### config.mk
export PLATFORM = sky130hd
export DESIGN_NAME = sensor_frame_crc_convert_core_flat
export DESIGN_NICKNAME = d
export VERILOG_FILES = /design/src/sv/scc_pkg.sv /design/src/sv/scc_if.sv /design/src/sv/sensor_frame_crc_convert_core.sv /design/src/flat_wrapper.sv
export SDC_FILE = /design/constraint.sdc
export NUM_CORES = 1
export LEC_CHECK = 0
export BUFFER_PORTS_ARGS = -buffer_cell sky130_fd_sc_hd__buf_2
export CAP_MARGIN = 20
export CELL_PAD_IN_SITES_DETAIL_PLACEMENT = 1
export CELL_PAD_IN_SITES_GLOBAL_PLACEMENT = 1
export CORE_UTILIZATION = 51
export CTS_BUF_LIST = sky130_fd_sc_hd__clkbuf_8 sky130_fd_sc_hd__clkbuf_16
export CTS_CLUSTER_SIZE = 20
export DETAILED_ROUTE_END_ITERATION = 7
export PLACE_DENSITY_LB_ADDON = 0.05
export SYNTH_ARGS = -nofsm -noshare
export SYNTH_HDL_FRONTEND = slang
export SYNTH_SLANG_ARGS = --single-unit
### constraint.sdc
create_clock -name clk -period 6.9 [get_ports clk]
set_input_delay 0.69 -clock clk [delete_from_list [all_inputs] [get_ports clk]]
set_output_delay 0.69 -clock clk [all_outputs]
set_load 0.005 [all_outputs]
### src/sv/scc_pkg.sv
// ----------------------------------------------------------------------------
// scc_pkg
// shared types, constants and the crc-8 byte step of the sensor frame converter
// ----------------------------------------------------------------------------
`default_nettype none

package scc_pkg;

	typedef enum logic [1:0] {
		ST_OK           = 2'd0,
		ST_CRC_MISMATCH = 2'd1,
		ST_BUS_ERROR    = 2'd2
	} status_t;

	typedef enum logic {
		KIND_TEMP  = 1'b0,
		KIND_HUMID = 1'b1
	} kind_t;

	localparam logic [7:0]  CRC_INIT   = 8'hFF;
	localparam logic [7:0]  CRC_POLY   = 8'h31;

	localparam logic [14:0] CEL_SCALE  = 15'd17500;
	localparam logic [14:0] HUM_SCALE  = 15'd10000;
	localparam logic [14:0] FAH_SCALE  = 15'd31500;

	localparam logic signed [15:0] CEL_OFFSET = -16'sd4500;
	localparam logic signed [16:0] FAH_OFFSET = -17'sd4900;

	// msb-first crc-8 over one byte
	function automatic logic [7:0] crc8_byte(input logic [7:0] acc, input logic [7:0] dat);
		logic [7:0] c;
		c = acc ^ dat;
		for (int b = 0; b < 8; b++) begin
			if (c[7]) begin
				c = {c[6:0], 1'b0} ^ CRC_POLY;
			end else begin
				c = {c[6:0], 1'b0};
			end
		end
		return c;
	endfunction

endpackage

`default_nettype wire

### src/sv/scc_if.sv
// ----------------------------------------------------------------------------
// scc_if
// valid/ready channels for received frames and converted results
// ----------------------------------------------------------------------------
`default_nettype none

interface scc_frame_if;
	logic       valid;
	logic       ready;
	logic       kind;
	logic [7:0] data_high;
	logic [7:0] data_low;
	logic [7:0] check_byte;
	logic       bus_error;

	modport source (output valid, kind, data_high, data_low, check_byte, bus_error,
		input ready);
	modport sink (input valid, kind, data_high, data_low, check_byte, bus_error,
		output ready);
endinterface

interface scc_result_if;
	logic               valid;
	logic               ready;
	logic [1:0]         status;
	logic signed [14:0] reading_centi;
	logic signed [15:0] fahrenheit_centi;
	logic [7:0]         computed_crc;

	modport source (output valid, status, reading_centi, fahrenheit_centi, computed_crc,
		input ready);
	modport sink (input valid, status, reading_centi, fahrenheit_centi, computed_crc,
		output ready);
endinterface

`default_nettype wire

### src/sv/sensor_frame_crc_convert_core.sv
// ----------------------------------------------------------------------------
// sensor_frame_crc_convert_core
// crc-8 check of a two-byte sensor frame and conversion to hundredths of
// degC / degF or percent humidity
// ----------------------------------------------------------------------------
// channel     dir  transaction
// in_frame    in   kind, data_high, data_low, check_byte, bus_error
// out_result  out  status, reading_centi, fahrenheit_centi, computed_crc
//
// three register stages: crc of first byte, crc of second byte and scale
// multiply, status select and offset add into the output register
// one transaction per cycle sustained while out_result.ready is high
// each stage holds its item while the next one is full and stalled, so
// bubbles are squeezed out and nothing is lost or repeated
// arst_n clears the stage valid bits only
// ----------------------------------------------------------------------------
`default_nettype none

module sensor_frame_crc_convert_core
	import scc_pkg::*;
(
	input  wire               clk,
	input  wire               arst_n,
	scc_frame_if.sink         in_frame,
	scc_result_if.source      out_result
);

	logic        v_s1, v_s2, v_s3;
	logic        adv_s1, adv_s2, adv_s3;

	kind_t       kind_s1, kind_s2;
	logic [7:0]  lo_s1;
	logic [15:0] raw_s1;
	logic [7:0]  chk_s1, chk_s2;
	logic        berr_s1, berr_s2;
	logic [7:0]  crc_s1, crc_s2;
	logic [30:0] prod_s2, fprod_s2;

	status_t            status_s3;
	logic signed [14:0] reading_s3;
	logic signed [15:0] fahr_s3;
	logic [7:0]         crc_s3;

	logic [7:0]         crc_full;
	logic [14:0]        scale;
	status_t            status_nx;
	logic signed [15:0] cel_sum;
	logic signed [16:0] fah_sum;

	assign adv_s3 = !v_s3 || out_result.ready;
	assign adv_s2 = !v_s2 || adv_s3;
	assign adv_s1 = !v_s1 || adv_s2;
	assign in_frame.ready = adv_s1;

	always_ff @(posedge clk or negedge arst_n) begin
		if (!arst_n) begin
			v_s1 <= 1'b0;
			v_s2 <= 1'b0;
			v_s3 <= 1'b0;
		end else begin
			if (adv_s1) v_s1 <= in_frame.valid;
			if (adv_s2) v_s2 <= v_s1;
			if (adv_s3) v_s3 <= v_s2;
		end
	end

	// stage 1
	always_ff @(posedge clk) begin
		if (adv_s1 && in_frame.valid) begin
			kind_s1 <= kind_t'(in_frame.kind);
			raw_s1  <= {in_frame.data_high, in_frame.data_low};
			lo_s1   <= in_frame.data_low;
			chk_s1  <= in_frame.check_byte;
			berr_s1 <= in_frame.bus_error;
			crc_s1  <= crc8_byte(CRC_INIT, in_frame.data_high);
		end
	end

	// stage 2
	assign crc_full = crc8_byte(crc_s1, lo_s1);
	assign scale    = (kind_s1 == KIND_TEMP) ? CEL_SCALE : HUM_SCALE;

	always_ff @(posedge clk) begin
		if (adv_s2 && v_s1) begin
			kind_s2  <= kind_s1;
			chk_s2   <= chk_s1;
			berr_s2  <= berr_s1;
			crc_s2   <= crc_full;
			prod_s2  <= 31'(scale) * 31'(raw_s1);
			fprod_s2 <= 31'(FAH_SCALE) * 31'(raw_s1);
		end
	end

	// stage 3
	always_comb begin
		if (berr_s2) begin
			status_nx = ST_BUS_ERROR;
		end else if (crc_s2 != chk_s2) begin
			status_nx = ST_CRC_MISMATCH;
		end else begin
			status_nx = ST_OK;
		end
	end

	assign cel_sum = (kind_s2 == KIND_TEMP)
		? signed'({1'b0, prod_s2[30:16]}) + CEL_OFFSET
		: signed'({1'b0, prod_s2[30:16]});
	assign fah_sum = signed'({2'b00, fprod_s2[30:16]}) + FAH_OFFSET;

	always_ff @(posedge clk) begin
		if (adv_s3 && v_s2) begin
			status_s3 <= status_nx;
			crc_s3    <= crc_s2;
			if (status_nx == ST_OK) begin
				reading_s3 <= cel_sum[14:0];
				fahr_s3    <= (kind_s2 == KIND_TEMP) ? fah_sum[15:0] : 16'sd0;
			end else begin
				reading_s3 <= 15'sd0;
				fahr_s3    <= 16'sd0;
			end
		end
	end

	assign out_result.valid            = v_s3;
	assign out_result.status           = status_s3;
	assign out_result.reading_centi    = reading_s3;
	assign out_result.fahrenheit_centi = fahr_s3;
	assign out_result.computed_crc     = crc_s3;

`ifndef SYNTHESIS
	a_fail_zero: assert property (@(posedge clk) disable iff (!arst_n)
		(v_s3 && status_s3 != ST_OK) |-> (reading_s3 == 15'sd0 && fahr_s3 == 16'sd0))
		else $error("reading not cleared on failed frame");

	a_accept_fills: assert property (@(posedge clk) disable iff (!arst_n)
		(in_frame.valid && in_frame.ready) |=> v_s1)
		else $error("accepted frame missing from stage 1");

	a_s2_hold: assert property (@(posedge clk) disable iff (!arst_n)
		(v_s2 && !adv_s3) |=> (v_s2 && $stable(crc_s2) && $stable(prod_s2)))
		else $error("stage 2 item lost under stall");

	a_s1_hold: assert property (@(posedge clk) disable iff (!arst_n)
		(v_s1 && !adv_s2) |=> (v_s1 && $stable(raw_s1)))
		else $error("stage 1 item lost under stall");
`endif

endmodule

`default_nettype wire

### src/flat_wrapper.sv
// flat-port wrapper written by rule: the top's interface ports become plain ports
module sensor_frame_crc_convert_core_flat import scc_pkg::*;
  (clk, arst_n, in_frame_valid, in_frame_kind, in_frame_data_high, in_frame_data_low, in_frame_check_byte, in_frame_bus_error, in_frame_ready, out_result_valid, out_result_status, out_result_reading_centi, out_result_fahrenheit_centi, out_result_computed_crc, out_result_ready);
  scc_frame_if in_frame_i ();
  scc_result_if out_result_i ();
  input  wire clk;
  input  wire arst_n;
  input wire logic [$bits(in_frame_i.valid)-1:0] in_frame_valid;
  input wire logic [$bits(in_frame_i.kind)-1:0] in_frame_kind;
  input wire logic [$bits(in_frame_i.data_high)-1:0] in_frame_data_high;
  input wire logic [$bits(in_frame_i.data_low)-1:0] in_frame_data_low;
  input wire logic [$bits(in_frame_i.check_byte)-1:0] in_frame_check_byte;
  input wire logic [$bits(in_frame_i.bus_error)-1:0] in_frame_bus_error;
  output wire logic [$bits(in_frame_i.ready)-1:0] in_frame_ready;
  output wire logic [$bits(out_result_i.valid)-1:0] out_result_valid;
  output wire logic [$bits(out_result_i.status)-1:0] out_result_status;
  output wire logic [$bits(out_result_i.reading_centi)-1:0] out_result_reading_centi;
  output wire logic [$bits(out_result_i.fahrenheit_centi)-1:0] out_result_fahrenheit_centi;
  output wire logic [$bits(out_result_i.computed_crc)-1:0] out_result_computed_crc;
  input wire logic [$bits(out_result_i.ready)-1:0] out_result_ready;
  assign in_frame_i.valid = in_frame_valid;
  assign in_frame_i.kind = in_frame_kind;
  assign in_frame_i.data_high = in_frame_data_high;
  assign in_frame_i.data_low = in_frame_data_low;
  assign in_frame_i.check_byte = in_frame_check_byte;
  assign in_frame_i.bus_error = in_frame_bus_error;
  assign in_frame_ready = in_frame_i.ready;
  assign out_result_valid = out_result_i.valid;
  assign out_result_status = out_result_i.status;
  assign out_result_reading_centi = out_result_i.reading_centi;
  assign out_result_fahrenheit_centi = out_result_i.fahrenheit_centi;
  assign out_result_computed_crc = out_result_i.computed_crc;
  assign out_result_i.ready = out_result_ready;
  sensor_frame_crc_convert_core u_core (.clk(clk), .arst_n(arst_n), .in_frame(in_frame_i), .out_result(out_result_i));
endmodule
# Word-level counts from Yosys, hierarchy flattened
# Cells that the tools add are included.
[op_classes]
reduce_logical = 11
addsub = 2
bitwise_logic = 19
mul = 2
eq_ne = 1
n_mux = 27
[op_table]
columns = ["op", "n"]
rows = [
  ["two-way mux 6 bit", 16],
  ["two-way mux 8 bit", 7],
  ["NOT 3 bit", 16],
  ["multiplier 15 x 16 -> 31 bit", 1],
  ["two-way mux 15 bit", 2],
  ["multiplier 13 x 16 -> 29 bit, first input constant", 1],
  ["adder 16 x 14 -> 16 bit, second input constant", 1],
  ["adder 15 x 14 -> 15 bit, second input constant", 1],
  ["inequality test 8 bit", 1],
  ["NOT 8 bit", 1],
  ["XOR 8 bit", 1],
  ["logical AND 1 bit", 3],
  ["zero test 1 bit", 3],
  ["logical OR 1 bit", 3],
  ["zero test 2 bit", 1],
  ["two-way mux 2 bit", 1],
  ["OR reduction 2 bit", 1],
  ["two-way mux 1 bit", 1],
  ["NOT 1 bit", 1],
]
[word_totals]
wordCells = 83
out_inout_bits = 43
inputBits = 30
regBits = 164

# Longest topological paths before layout
# Gate-level depths: netlist (run 1).
[depth]
depth_word = 26
ltp_mapped = 22
mapped_depth_nobuf = 20

# Worst setup path before layout (run 1)
# No wires, ideal clock.
[synth_timing]
kind = "reg-to-reg"
from = "register u_core.kind_s1"
to = "register u_core.prod_s2[25], data pin"
required_ps = 6641
arrival_ps = 5327
setup_time_ps = 259
n_path_buf = 2
synth_period_minus_slack_ps = 5586
stages_incl_launch_ff = 23
setup_slack_ps = 1314
path_cell_list = "edfxtp_1 clkbuf_1 clkbuf_1 nand2b_1 inv_1 ha_1 inv_1 fa_1 inv_1 fa_1 inv_1 fa_1 inv_1 fa_1 ha_1 ha_1 a2111oi_2 o21ai_1 a41oi_1 o31a_1 o21ai_1 a211oi_1 nor2_1"
[synth_between]
elab_chain_len = 2
[synth_rtl]
columns = ["item", "line", "source"]
rows = [
  ["start, declared", "sensor_frame_crc_convert_core.sv:31", "kind_t kind_s1, kind_s2;"],
  ["start signal, assigned", "sensor_frame_crc_convert_core.sv:70", "kind_s1 <= kind_t'(in_frame.kind);"],
  ["two-way mux 15 bit", "sensor_frame_crc_convert_core.sv:81", "assign scale = (kind_s1 == KIND_TEMP) ? CEL_SCALE : HUM_SCALE;"],
  ["multiplier 15 x 16 -> 31 bit", "sensor_frame_crc_convert_core.sv:89", "prod_s2 <= 31'(scale) * 31'(raw_s1);"],
  ["end signal, assigned", "sensor_frame_crc_convert_core.sv:89", ""],
  ["end, declared", "sensor_frame_crc_convert_core.sv:37", "logic [30:0] prod_s2, fprod_s2;"],
]
# Every way passes these cells.
# A chain may end at the register's enable or synchronous reset.

# Worst setup path in the final report (run 1)
# Ends and elaborated chain as after synthesis.

==> out/results.tsv, run 1 <==
stage	metric	value	unit
critical_path	CP Launch Point	u_core.kind_s1	
power_and_ir_drop	switch share	46.3	%
layout	Final Instance Area	14900	µm²
placed_design	dpl cell area	14300	µm²
die	Ports	73	
critical_path	crit end category	register	
grt	vias in the first global route	9334	
clocking	Clock Latency Late Sink	0.44	ns
sta	unrepaired setup endpoints after global routing	false	
sta	worst hold slack	0.0291	ns
layout	fill cell count	2739	
sta	Worst Max-Slew Pin Slew	0.736	ns
sta	final worst path period share	86.3	%
sta	Sum Neg Setup Slack	0	ns
flow_run	Max-Cap Viols	0	
power_and_ir_drop	cell-internal power	3.90	mW
critical_path	Worst R2R Path Depth	20	
layout	most frequent cells in the layout	269 x inv_1, 225 x ha_1, 162 x fa_1, 123 x edfxtp_1, 72 x buf_2	
grt	largest net degree at the start of global routing	49	
routing	drt total wl	29800	µm
layout	Layout Area Growth over Synthesis	11.9	%
power_and_ir_drop	Logic pwr share	68.1	%
clocking	Root Driver	clkbuf_16	
clocking	CTS sink cnt	126	
logic_synthesis	synthesized area	13300	µm²
logic_synthesis	Avg Inst Size Synth	11.4	µm²
layout	footprint of the multi-input gates	8610	µm²
layout	final core occ	58.6	%
clocking	CTS Hold Bufs	0	
routing	total iterations of the first detailed-routing run	4	
logic_synthesis	post-synth top area share	27.7	%
sta	Max Slew Vio Count	0	
grt	total gr overflow	0	
critical_path	FF-to-FF End	u_core.prod_s2[25]	
die	Core Region	25400	µm²
logic_synthesis	Netlist cell types	58	
layout	# diodes	0	
die	die height	164	µm
critical_path	Worst R2R Setup Slack	0.94	ns
power_and_ir_drop	VDD IR max	0.284	mV
clocking	clk buf depth	2	
routing	post-route DRC violation count	0	
die	DIE AREA	26800	µm²
layout	layout net count	1717	
die	row count	58	
critical_path	crit path DAT	6.15	ns
logic_synthesis	EDFF count, synth	123	
routing	via/cell ratio	5.18	
die	DIE WIDTH	164	µm
routing	vias	8507	
sta	final critical-path required period	5.96	ns
clocking	CTS buffer count	17	
logic_synthesis	Async SR Flop Fraction	2.38	%
sta	final setup skew	0.0163	ns
logic_synthesis	top_reg_cell synth	edfxtp_1	
min_path	path category of the worst min-delay check	in2async	
clocking	H-tree depth	4	
critical_path	crit-path max FO	22	
clocking	CTS tree	yes	
routing	initial DRC count	374	
critical_path	reg2reg start	u_core.kind_s1	
die	Starting Density	52.4	%
clocking	clock transition at the registers of the reported paths	0.07	ns
clocking	Post-CTS Resized	0	
placed_design	Port Buffers	72	
clocking	setup bufs post-CTS	0	
power_and_ir_drop	NetSw	3.37	mW
logic_synthesis	Seq/Total Area, Yosys	28.3	%
layout	Layout Cells excl Fill	1643	
placed_design	dpl hpwl	23800	µm
critical_path	Crit path required time	7.09	ns
grt	initial antenna violation count	0	
layout	register area	3770	µm²
power_and_ir_drop	Clock power frac	12.7	%
logic_synthesis	largest area contributor in the netlist	edfxtp_1	
power_and_ir_drop	leakage	7.34	nW
routing	ANT nets after route	0	
status	outcome	finished clean	
sta	Hold Fails Final Rpt	0	
power_and_ir_drop	sequential power share	19.2	%
logic_synthesis	Mapped Cells	1172	
sta	Max Fclk	168	MHz
logic_synthesis	Synth warnings	0	
layout	commonest non-fill, non-tap cell in the layout	inv_1	
grt	GRT Overall Usage	24.5	%
routing	DR WL/cell	18.2	µm
power_and_ir_drop	ratio of total power to cell area	488	nW/µm²
sta	Slew headroom	50.9	%
logic_synthesis	synth top area cells	edfxtp_1 28%, fa_1 24%, ha_1 21%	
grt	first-pass GRT wire length	49100	µm
layout	layout cells sized above 1	11.0	%
placed_design	gpl congestion	0.864	
critical_path	startpoint types	register	
critical_path	Worst Setup Path Type	reg2reg	
sta	Final setup viols	0	
logic_synthesis	Yosys reg bits	126	
placed_design	placed cells	1610	
critical_path	crit path to	u_core.prod_s2[25]	
## power by group through the flow
stage / Clock (mW) / Combinational (mW) / Sequential, mW
final: 0.926 / 4.95 / 1.39
after global routing: 0.963 / 5.68 / 1.42
after CTS: 0.939 / 5.04 / 1.40
after detailed placement: 0 / 4.91 / 1.41
after global placement: 0 / 4.74 / 1.40
after floorplan: 0 / 3.82 / 1.39
## flip-flops by register name, summed over array words and instances (netlist names), 2 cells and up
name,count
u_core.out_result.computed_crc,8
u_core.crc_s2,8
u_core.fprod_s2,15
u_core.prod_s2,15
u_core.chk_s1,8
u_core.out_result.reading_centi,15
u_core.out_result.status,2
u_core.raw_s1,16
u_core.chk_s2,8
u_core.crc_s1,8
u_core.out_result.fahrenheit_centi,16
## logic make-up (layout without fill, tap and decap cells)
kind of cell / count (synthesis) / count (layout) / synth area share (%)
AOI/OAI and AO/OA: 106 / 106 / 5.60
xor gates and xnor gates: 91 / 91 / 5.99
adders and majority gates: 387 / 387 / 45.5
buffers and inverters: 277 / 391 / 7.82
DFF: 126 / 126 / 28.3
other: 2 / 29 / 0.0564
and+or+nand+nor: 183 / 183 / 6.71
## worst min-delay path by stage
stage                     slack, ns                      end             start
after floorplan                0.39  u_core.out_result.valid            arst_n
after global placement         0.40         u_core.chk_s2[0]  u_core.chk_s1[0]
after detailed placement       0.41         u_core.chk_s2[7]  u_core.chk_s1[7]
after CTS                      0.03              u_core.v_s2            arst_n
after global routing           0.02              u_core.v_s2            arst_n
final                          0.03  u_core.out_result.valid            arst_n
## area by class of cell
type / instances / area share [%]
clock inverter: 15 / 1.11
tap: 330 / 2.77
clock buffer: 17 / 2.86
timing repair buffer: 90 / 3.41
inverter: 269 / 6.78
sequential: 126 / 25.3
multi-input combinational: 796 / 57.8
## critical path, cell delays in order, from the launching register on
cell and delay, ns:
edfxtp_1 0.72, nand2b_1 0.31, inv_1 0.08, ha_1 0.28
inv_1 0.05, fa_1 0.51, inv_1 0.06, fa_1 0.49
inv_1 0.05, fa_1 0.47, inv_1 0.05, fa_1 0.47
ha_1 0.30, ha_1 0.23, a2111oi_2 0.34, o21ai_1 0.18
a41oi_1 0.39, o31a_1 0.23, o21ai_1 0.14, a211oi_1 0.27
nor2_1 0.07
## Yosys cell counts, drive strengths merged, types with 4 or more instances
library cell and instances:
o21ai 16, o21a 4, nand2b 22, inv 269
or3 4, a21oi 35, a31oi 5, nor2b 6
o31a 4, edfxtp 123, nor2 64, and2 14
clkbuf 6, xnor2 70, nand4 6, xor2 21
ha 225, a21o 11, nand2 33, nor3 8
or2 8, nand3 9, fa 162
## per-layer routing
| layer | part of all wire [%] | vias up | GRT usage, % |
|---|---|---|---|
| met1 | 44 | 4329 | 32.5 |
| li1 | - | 4043 | - |
| met4 | 1.1 | 0 | 6.06 |
| met5 | 0 | - | 0 |
| met3 | 3.4 | 23 | 3.02 |
| met2 | 51 | 112 | 42.6 |
## through the flow
stage | setup WS [ns] | total power [mW]
after floorplan | 1.31 | 5.20
after global placement | 1.17 | 6.14
after detailed placement | 0.973 | 6.32
after CTS | 0.982 | 7.38
after global routing | 0.607 | 8.06
final | 0.944 | 7.27
Power figures use the tool's default switching activity.
==> run 2: changes to the inputs <==
--- a/config.mk
+++ b/config.mk
@@ -7,12 +7,13 @@
 export LEC_CHECK = 0
 export BUFFER_PORTS_ARGS = -buffer_cell sky130_fd_sc_hd__buf_2
 export CAP_MARGIN = 20
-export CELL_PAD_IN_SITES_DETAIL_PLACEMENT = 1
+export CELL_PAD_IN_SITES_DETAIL_PLACEMENT = 0
 export CELL_PAD_IN_SITES_GLOBAL_PLACEMENT = 1
 export CORE_UTILIZATION = 51
 export CTS_BUF_LIST = sky130_fd_sc_hd__clkbuf_8 sky130_fd_sc_hd__clkbuf_16
 export CTS_CLUSTER_SIZE = 20
 export DETAILED_ROUTE_END_ITERATION = 7
+export HOLD_SLACK_MARGIN = 0.06
 export PLACE_DENSITY_LB_ADDON = 0.05
 export SYNTH_ARGS = -nofsm -noshare
 export SYNTH_HDL_FRONTEND = slang
==> out/results.tsv, run 2 (same netlist as run 1, synthesis figures left out) <==
stage	metric	value	unit	change
critical_path	reg2reg start	u_core.kind_s1		
grt	vias in the first global route	8638		-7.5%
power_and_ir_drop	Logic pwr share	67.3	%	-0.8 points
grt	GRT Overall Usage	21.8	%	-2.7 points
clocking	Clock Latency Late Sink	0.43	ns	about the same
layout	fill cell count	2198		-20%
critical_path	Worst Setup Path Type	reg2reg		
routing	vias	8268		-2.8%
routing	total iterations of the first detailed-routing run	5		+1
power_and_ir_drop	ratio of total power to cell area	473	nW/µm²	-3.0%
die	row count	58		unchanged
sta	unrepaired setup endpoints after global routing	false		
critical_path	crit path DAT	6.03	ns	-0.12 ns
power_and_ir_drop	leakage	7.35	nW	about the same
layout	Layout Area Growth over Synthesis	12.0	%	about the same
grt	first-pass GRT wire length	44000	µm	-10%
critical_path	startpoint types	register		
min_path	Hold Crit Depth	0		
routing	DR WL/cell	15.9	µm	-12%
layout	most frequent cells in the layout	269 x inv_1, 225 x ha_1, 162 x fa_1, 123 x edfxtp_1, 72 x buf_2		
routing	via/cell ratio	5.03		-2.9%
sta	worst hold slack	0.408	ns	+0.379 ns
critical_path	Worst R2R Setup Slack	1.06	ns	+0.12 ns
placed_design	Port Buffers	72		unchanged
routing	initial DRC count	318		-15%
power_and_ir_drop	sequential power share	19.7	%	+0.5 points
power_and_ir_drop	NetSw	3.18	mW	-5.6%
sta	Sum Neg Setup Slack	0	ns	unchanged
status	outcome	finished clean		
sta	Max Slew Vio Count	0		unchanged
layout	layout cells sized above 1	11.0	%	about the same
flow_run	Max-Cap Viols	0		unchanged
placed_design	dpl hpwl	21000	µm	-12%
die	DIE WIDTH	164	µm	unchanged
sta	final setup skew	0.0105	ns	-0.00578 ns
sta	Final setup viols	0		unchanged
min_path	hold endpoint	u_core.chk_s2[7]		
critical_path	Crit path required time	7.09	ns	about the same
power_and_ir_drop	Clock power frac	13.0	%	+0.3 points
min_path	path category of the worst min-delay check	reg2reg		
clocking	H-tree depth	4		unchanged
layout	layout net count	1718		+0.058%
grt	largest net degree at the start of global routing	49		unchanged
critical_path	FF-to-FF End	u_core.prod_s2[25]		
layout	commonest non-fill, non-tap cell in the layout	inv_1		
routing	ANT nets after route	0		unchanged
routing	post-route DRC violation count	0		unchanged
routing	drt total wl	26100	µm	-12%
die	die height	164	µm	unchanged
clocking	Root Driver	clkbuf_16		
sta	Hold Fails Final Rpt	0		unchanged
clocking	CTS buffer count	17		unchanged
critical_path	Worst R2R Path Depth	18		-10%
sta	Slew headroom	49.8	%	-1.2 points
min_path	HP Start	u_core.chk_s1[7]		
grt	initial antenna violation count	0		unchanged
sta	Max Fclk	171	MHz	+2.0%
clocking	clk buf depth	2		unchanged
sta	Worst Max-Slew Pin Slew	0.752	ns	+0.0161 ns
die	DIE AREA	26800	µm²	unchanged
die	Ports	73		unchanged
die	Core Region	25400	µm²	unchanged
layout	# diodes	0		unchanged
clocking	clock transition at the registers of the reported paths	0.07	ns	about the same
power_and_ir_drop	switch share	45.1	%	-1.2 points
sta	final worst path period share	84.6	%	-1.7 points
clocking	CTS sink cnt	126		unchanged
sta	final critical-path required period	5.84	ns	-0.117 ns
placed_design	gpl congestion	0.864		unchanged
die	Starting Density	52.4	%	unchanged
grt	total gr overflow	0		unchanged
power_and_ir_drop	cell-internal power	3.87	mW	-0.74%
critical_path	crit-path max FO	22		unchanged
clocking	CTS tree	yes		
critical_path	crit end category	register		
power_and_ir_drop	VDD IR max	0.298	mV	+4.8%
-- run 2: how the worst max path moves through the flow --
stage	start	endpoint	slack, ns	depth (start not counted)
6_report	u_core.kind_s1	u_core.prod_s2[25]	1.06	18
5_1_grt	u_core.kind_s1	u_core.prod_s2[25]	0.67	20
3_5_place_dp	u_core.kind_s1	u_core.prod_s2[25]	1.09	18
3_3_place_gp	u_core.kind_s1	u_core.prod_s2[25]	1.17	18
2_1_floorplan	u_core.kind_s1	u_core.prod_s2[25]	1.31	22
4_1_cts	u_core.kind_s1	u_core.prod_s2[25]	1.07	18
-- run 2: critical path, stage by stage, from the launching register on --
cell	delay (ns)
edfxtp_1	0.73
nand2b_1	0.29
inv_1	0.09
ha_1	0.28
inv_1	0.05
fa_1	0.50
inv_1	0.05
fa_1	0.51
fa_1	0.45
fa_1	0.49
ha_1	0.31
ha_1	0.34
a2111oi_2	0.30
o21ai_1	0.18
a41oi_1	0.36
o31a_1	0.22
o21ai_1	0.13
a211oi_1	0.26
nor2_1	0.08
-- run 2: repair_timing --
item	CTS	global route
hold buffers	1	0
endpoints found under the setup margin	0	0
resized for setup	0	0
hold endpoints to repair	3	0
setup buffers	0	0
-- run 2: layout make-up --
cell class,instances,area (µm²),area share (%)
multi-input combinational,796,8610,57.7
tap,330,413,2.77
clock inverter,15,163,1.09
sequential,126,3770,25.3
clock buffer,17,425,2.85
timing repair buffer,91,518,3.48
inverter,269,1010,6.78
-- run 2: through the flow --
step | setup WS, ns | std cells | instance area, µm² | power [mW] | util, %
after floorplan | 1.31 | 1199 | 13400 | 5.20 | -
after global placement | 1.17 | 1610 | 14300 | 6.14 | 56.2
after detailed placement | 1.09 | 1610 | 14300 | 6.17 | 56.2
after CTS | 1.07 | 1643 | 14900 | 7.14 | 58.6
after global routing | 0.667 | 1644 | 14900 | 7.90 | 58.7
final | 1.06 | 1644 | 14900 | 7.06 | 58.7
-- run 2: layer usage --
| metal | part of all wire, % | vias up | track usage (%) |
|---|---|---|---|
| met2 | 48 | 136 | 35.7 |
| met1 | 47 | 4071 | 30.5 |
| met4 | 1.1 | 0 | 5.77 |
| met3 | 4.1 | 20 | 2.97 |
| li1 | - | 4041 | - |
| met5 | 0 | - | 0 |
-- run 2: power groups by stage --
stage	clock network, mW	registers (mW)	logic, mW
global route	0.963	1.42	5.53
detailed placement	0	1.40	4.76
global placement	0	1.40	4.74
floorplan	0	1.39	3.82
finish	0.919	1.39	4.75
CTS	0.936	1.39	4.82
==> run 3: changes to the inputs <==
--- a/config.mk
+++ b/config.mk
@@ -5,11 +5,12 @@
 export SDC_FILE = /design/constraint.sdc
 export NUM_CORES = 1
 export LEC_CHECK = 0
+export ABC_AREA = 1
 export BUFFER_PORTS_ARGS = -buffer_cell sky130_fd_sc_hd__buf_2
 export CAP_MARGIN = 20
 export CELL_PAD_IN_SITES_DETAIL_PLACEMENT = 0
 export CELL_PAD_IN_SITES_GLOBAL_PLACEMENT = 1
-export CORE_UTILIZATION = 51
+export CORE_UTILIZATION = 49
 export CTS_BUF_LIST = sky130_fd_sc_hd__clkbuf_8 sky130_fd_sc_hd__clkbuf_16
 export CTS_CLUSTER_SIZE = 20
 export DETAILED_ROUTE_END_ITERATION = 7
==> constraint.sdc (replaced) <==
create_clock -name clk -period 5.6 [get_ports clk]
set_input_delay 0.56 -clock clk [delete_from_list [all_inputs] [get_ports clk]]
set_output_delay 0.56 -clock clk [all_outputs]
set_load 0.005 [all_outputs]
==> out/results.tsv, run 3 <==
stage	metric	value	unit	change
sta	worst hold slack	0.309	ns	-0.0988 ns
min_path	Hold Crit Depth	1		+1
logic_synthesis	Avg Inst Size Synth	8.89	µm²	-22%
logic_synthesis	top_reg_cell synth	edfxtp_1		
routing	via/cell ratio	4.95		-1.7%
logic_synthesis	synthesized area	14900	µm²	+12%
clocking	H-tree depth	4		unchanged
grt	total gr overflow	0		unchanged
min_path	HP Start	in_frame_data_low[1]		
logic_synthesis	largest area contributor in the netlist	edfxtp_1		
logic_synthesis	Yosys reg bits	126		unchanged
critical_path	crit end category	register		
layout	commonest non-fill, non-tap cell in the layout	inv_1		
clocking	CTS tree	yes		
layout	final core occ	55.8	%	-2.9 points
placed_design	dpl hpwl	29700	µm	+42%
sta	final setup skew	0.0260	ns	+0.0155 ns
die	Core Region	29800	µm²	+17%
placed_design	dpl cell area	16000	µm²	+12%
layout	Final Instance Area	16600	µm²	+12%
critical_path	crit path DAT	5.42	ns	-0.61 ns
critical_path	FF-to-FF End	u_core.prod_s2[27]		
placed_design	gpl congestion	0.894		+3.5%
logic_synthesis	Async SR Flop Fraction	2.38	%	unchanged
clocking	Clock Latency Late Sink	0.44	ns	about the same
critical_path	Worst R2R Setup Slack	0.37	ns	-0.69 ns
sta	final worst path period share	93.3	%	+8.7 points
clocking	Root Driver	clkbuf_16		
min_path	path category of the worst min-delay check	in2reg		
die	Starting Density	50.0	%	-2.4 points
sta	final critical-path required period	5.23	ns	-0.611 ns
logic_synthesis	Mapped Cells	1676		+43%
critical_path	Worst Setup Path Type	reg2reg		
logic_synthesis	most common cell in the synthesized netlist	inv_1		
clocking	CTS sink cnt	126		unchanged
logic_synthesis	Seq/Total Area, Yosys	25.3	%	-3.0 points
routing	ANT nets after route	0		unchanged
routing	vias	11000		+32%
critical_path	crit-path max FO	6		-73%
status	outcome	finished clean		
critical_path	Worst R2R Path Depth	18		unchanged
clocking	Post-CTS Resized	0		unchanged
sta	Sum Neg Setup Slack	0	ns	unchanged
clocking	clk buf depth	2		unchanged
layout	Layout Area Growth over Synthesis	11.6	%	
placed_design	Port Buffers	72		unchanged
routing	drt total wl	34700	µm	+33%
grt	initial antenna violation count	1		+1
logic_synthesis	Post-synth top cells	417 x inv_1, 354 x nand2_1, 225 x ha_1		
sta	Hold Fails Final Rpt	0		unchanged
clocking	setup bufs post-CTS	0		unchanged
sta	Max Slew Vio Count	0		unchanged
die	Ports	73		unchanged
critical_path	startpoint types	register		
die	DIE AREA	31100	µm²	+16%
routing	initial DRC count	598		+88%
clocking	CTS buffer count	17		unchanged
clocking	CTS Hold Bufs	1		unchanged
die	die height	176	µm	+7.9%
logic_synthesis	Netlist cell types	40		-31%
layout	layout cells sized above 1	7.84	%	-3.2 points
critical_path	reg2reg start	u_core.raw_s1[6]		
critical_path	Crit path required time	5.79	ns	-1.30 ns
flow_run	Max-Cap Viols	0		unchanged
routing	post-route DRC violation count	0		unchanged
layout	layout net count	2228		+30%
sta	Slew headroom	65.3	%	+16 points
routing	total iterations of the first detailed-routing run	5		unchanged
sta	Max Fclk	191	MHz	+12%
grt	GRT Overall Usage	24.1	%	+2.3 points
logic_synthesis	synth top area cells	edfxtp_1 25%, fa_1 22%, ha_1 19%		
clocking	clock transition at the registers of the reported paths	0.06	ns	about the same
min_path	hold endpoint	u_core.raw_s1[1]		
die	row count	63		+8.6%
sta	unrepaired setup endpoints after global routing	false		
logic_synthesis	Synth warnings	0		unchanged
sta	Worst Max-Slew Pin Slew	0.521	ns	-0.231 ns
layout	most frequent cells in the layout	417 x inv_1, 354 x nand2_1, 225 x ha_1, 162 x fa_1, 123 x edfxtp_1		
grt	first-pass GRT wire length	56700	µm	+29%
logic_synthesis	EDFF count, synth	123		unchanged
routing	DR WL/cell	15.6	µm	-1.6%
logic_synthesis	post-synth top area share	24.8	%	-3.0 points
grt	largest net degree at the start of global routing	49		unchanged
grt	vias in the first global route	10800		+25%
die	DIE WIDTH	176	µm	+7.9%
sta	Final setup viols	0		unchanged
-- run 3: changes by cell type in the layout (fill, tap and decap cells not counted), moves of 13 or more --
cell,change
o21ai_0,+15
nor2_1,+43
xnor2_1,-47
nand3_1,+44
nand2_1,+321
inv_1,+148
a21oi_1,+34
nand2b_1,-22
nand4_1,+13
-- run 3: layout make-up --
| class | count | area (µm²) |
|---|---|---|
| Antenna cell | 1 | 2.50 |
| Clock buffer | 17 | 425 |
| Clock inverter | 15 | 164 |
| Fill cell | 2828 | 13200 |
| Inverter | 418 | 1570 |
| Multi-Input combinational cell | 1152 | 9640 |
| Sequential cell | 126 | 3770 |
| Tap cell | 390 | 488 |
| Timing Repair Buffer | 96 | 568 |
-- run 3: through the flow --
step	setup WS, ns	cells
5_1_grt	0.0626	2214
3_3_place_gp	0.332	2180
3_5_place_dp	0.423	2180
2_1_floorplan	0.768	1703
6_report	0.373	2215
4_1_cts	0.389	2213
-- run 3: worst max path at each step --
| stage | startpoint | slack (ns) | end |
|---|---|---|---|
| floorplan | u_core.kind_s1 | 0.77 | u_core.prod_s2[27] |
| global placement | u_core.raw_s1[6] | 0.33 | u_core.prod_s2[27] |
| detailed placement | u_core.raw_s1[6] | 0.42 | u_core.prod_s2[27] |
| CTS | u_core.raw_s1[6] | 0.39 | u_core.prod_s2[27] |
| global route | u_core.raw_s1[14] | 0.06 | u_core.prod_s2[29] |
| finish | u_core.raw_s1[6] | 0.37 | u_core.prod_s2[27] |
-- run 3: critical path: stages, from the launching register on --
cell	delay (ns)
edfxtp_1	0.53
inv_2	0.24
nor2_1	0.09
inv_1	0.18
nand2_1	0.15
fa_1	0.53
fa_1	0.54
fa_1	0.52
fa_1	0.49
ha_1	0.31
ha_1	0.40
a21oi_1	0.28
o21ai_0	0.22
nand2_1	0.11
nand2_1	0.05
a21oi_1	0.16
nand2_1	0.07
nand2_1	0.06
nand2_1	0.05
-- run 3: metal layers --
layer / up-vias / share of wire [%] / GRT usage, % / routed length [µm]
met1: 5208 / 52 / 37.2 / 18100
met3: 25 / 5.9 / 4.31 / 2060
met5: - / 0 / 0 / 0
li1: 5473 / - / - / -
met4: 0 / 0.88 / 4.56 / 306
met2: 248 / 41 / 35.2 / 14200
-- run 3: cells by family after synthesis --
logic type / after synthesis / synth area share, %
flops: 126 / 25.3
simple gates: 566 / 15.5
other cells: 2 / 0.0504
compound gates: 112 / 4.06
fa+ha+maj: 387 / 40.6
buf+inv: 425 / 10.8
xor+xnor: 58 / 3.69
Power of run 3 is left out: the tool's default activity adds up to more than one toggle a clock period on the data nets, which glitch-free logic cannot reach.
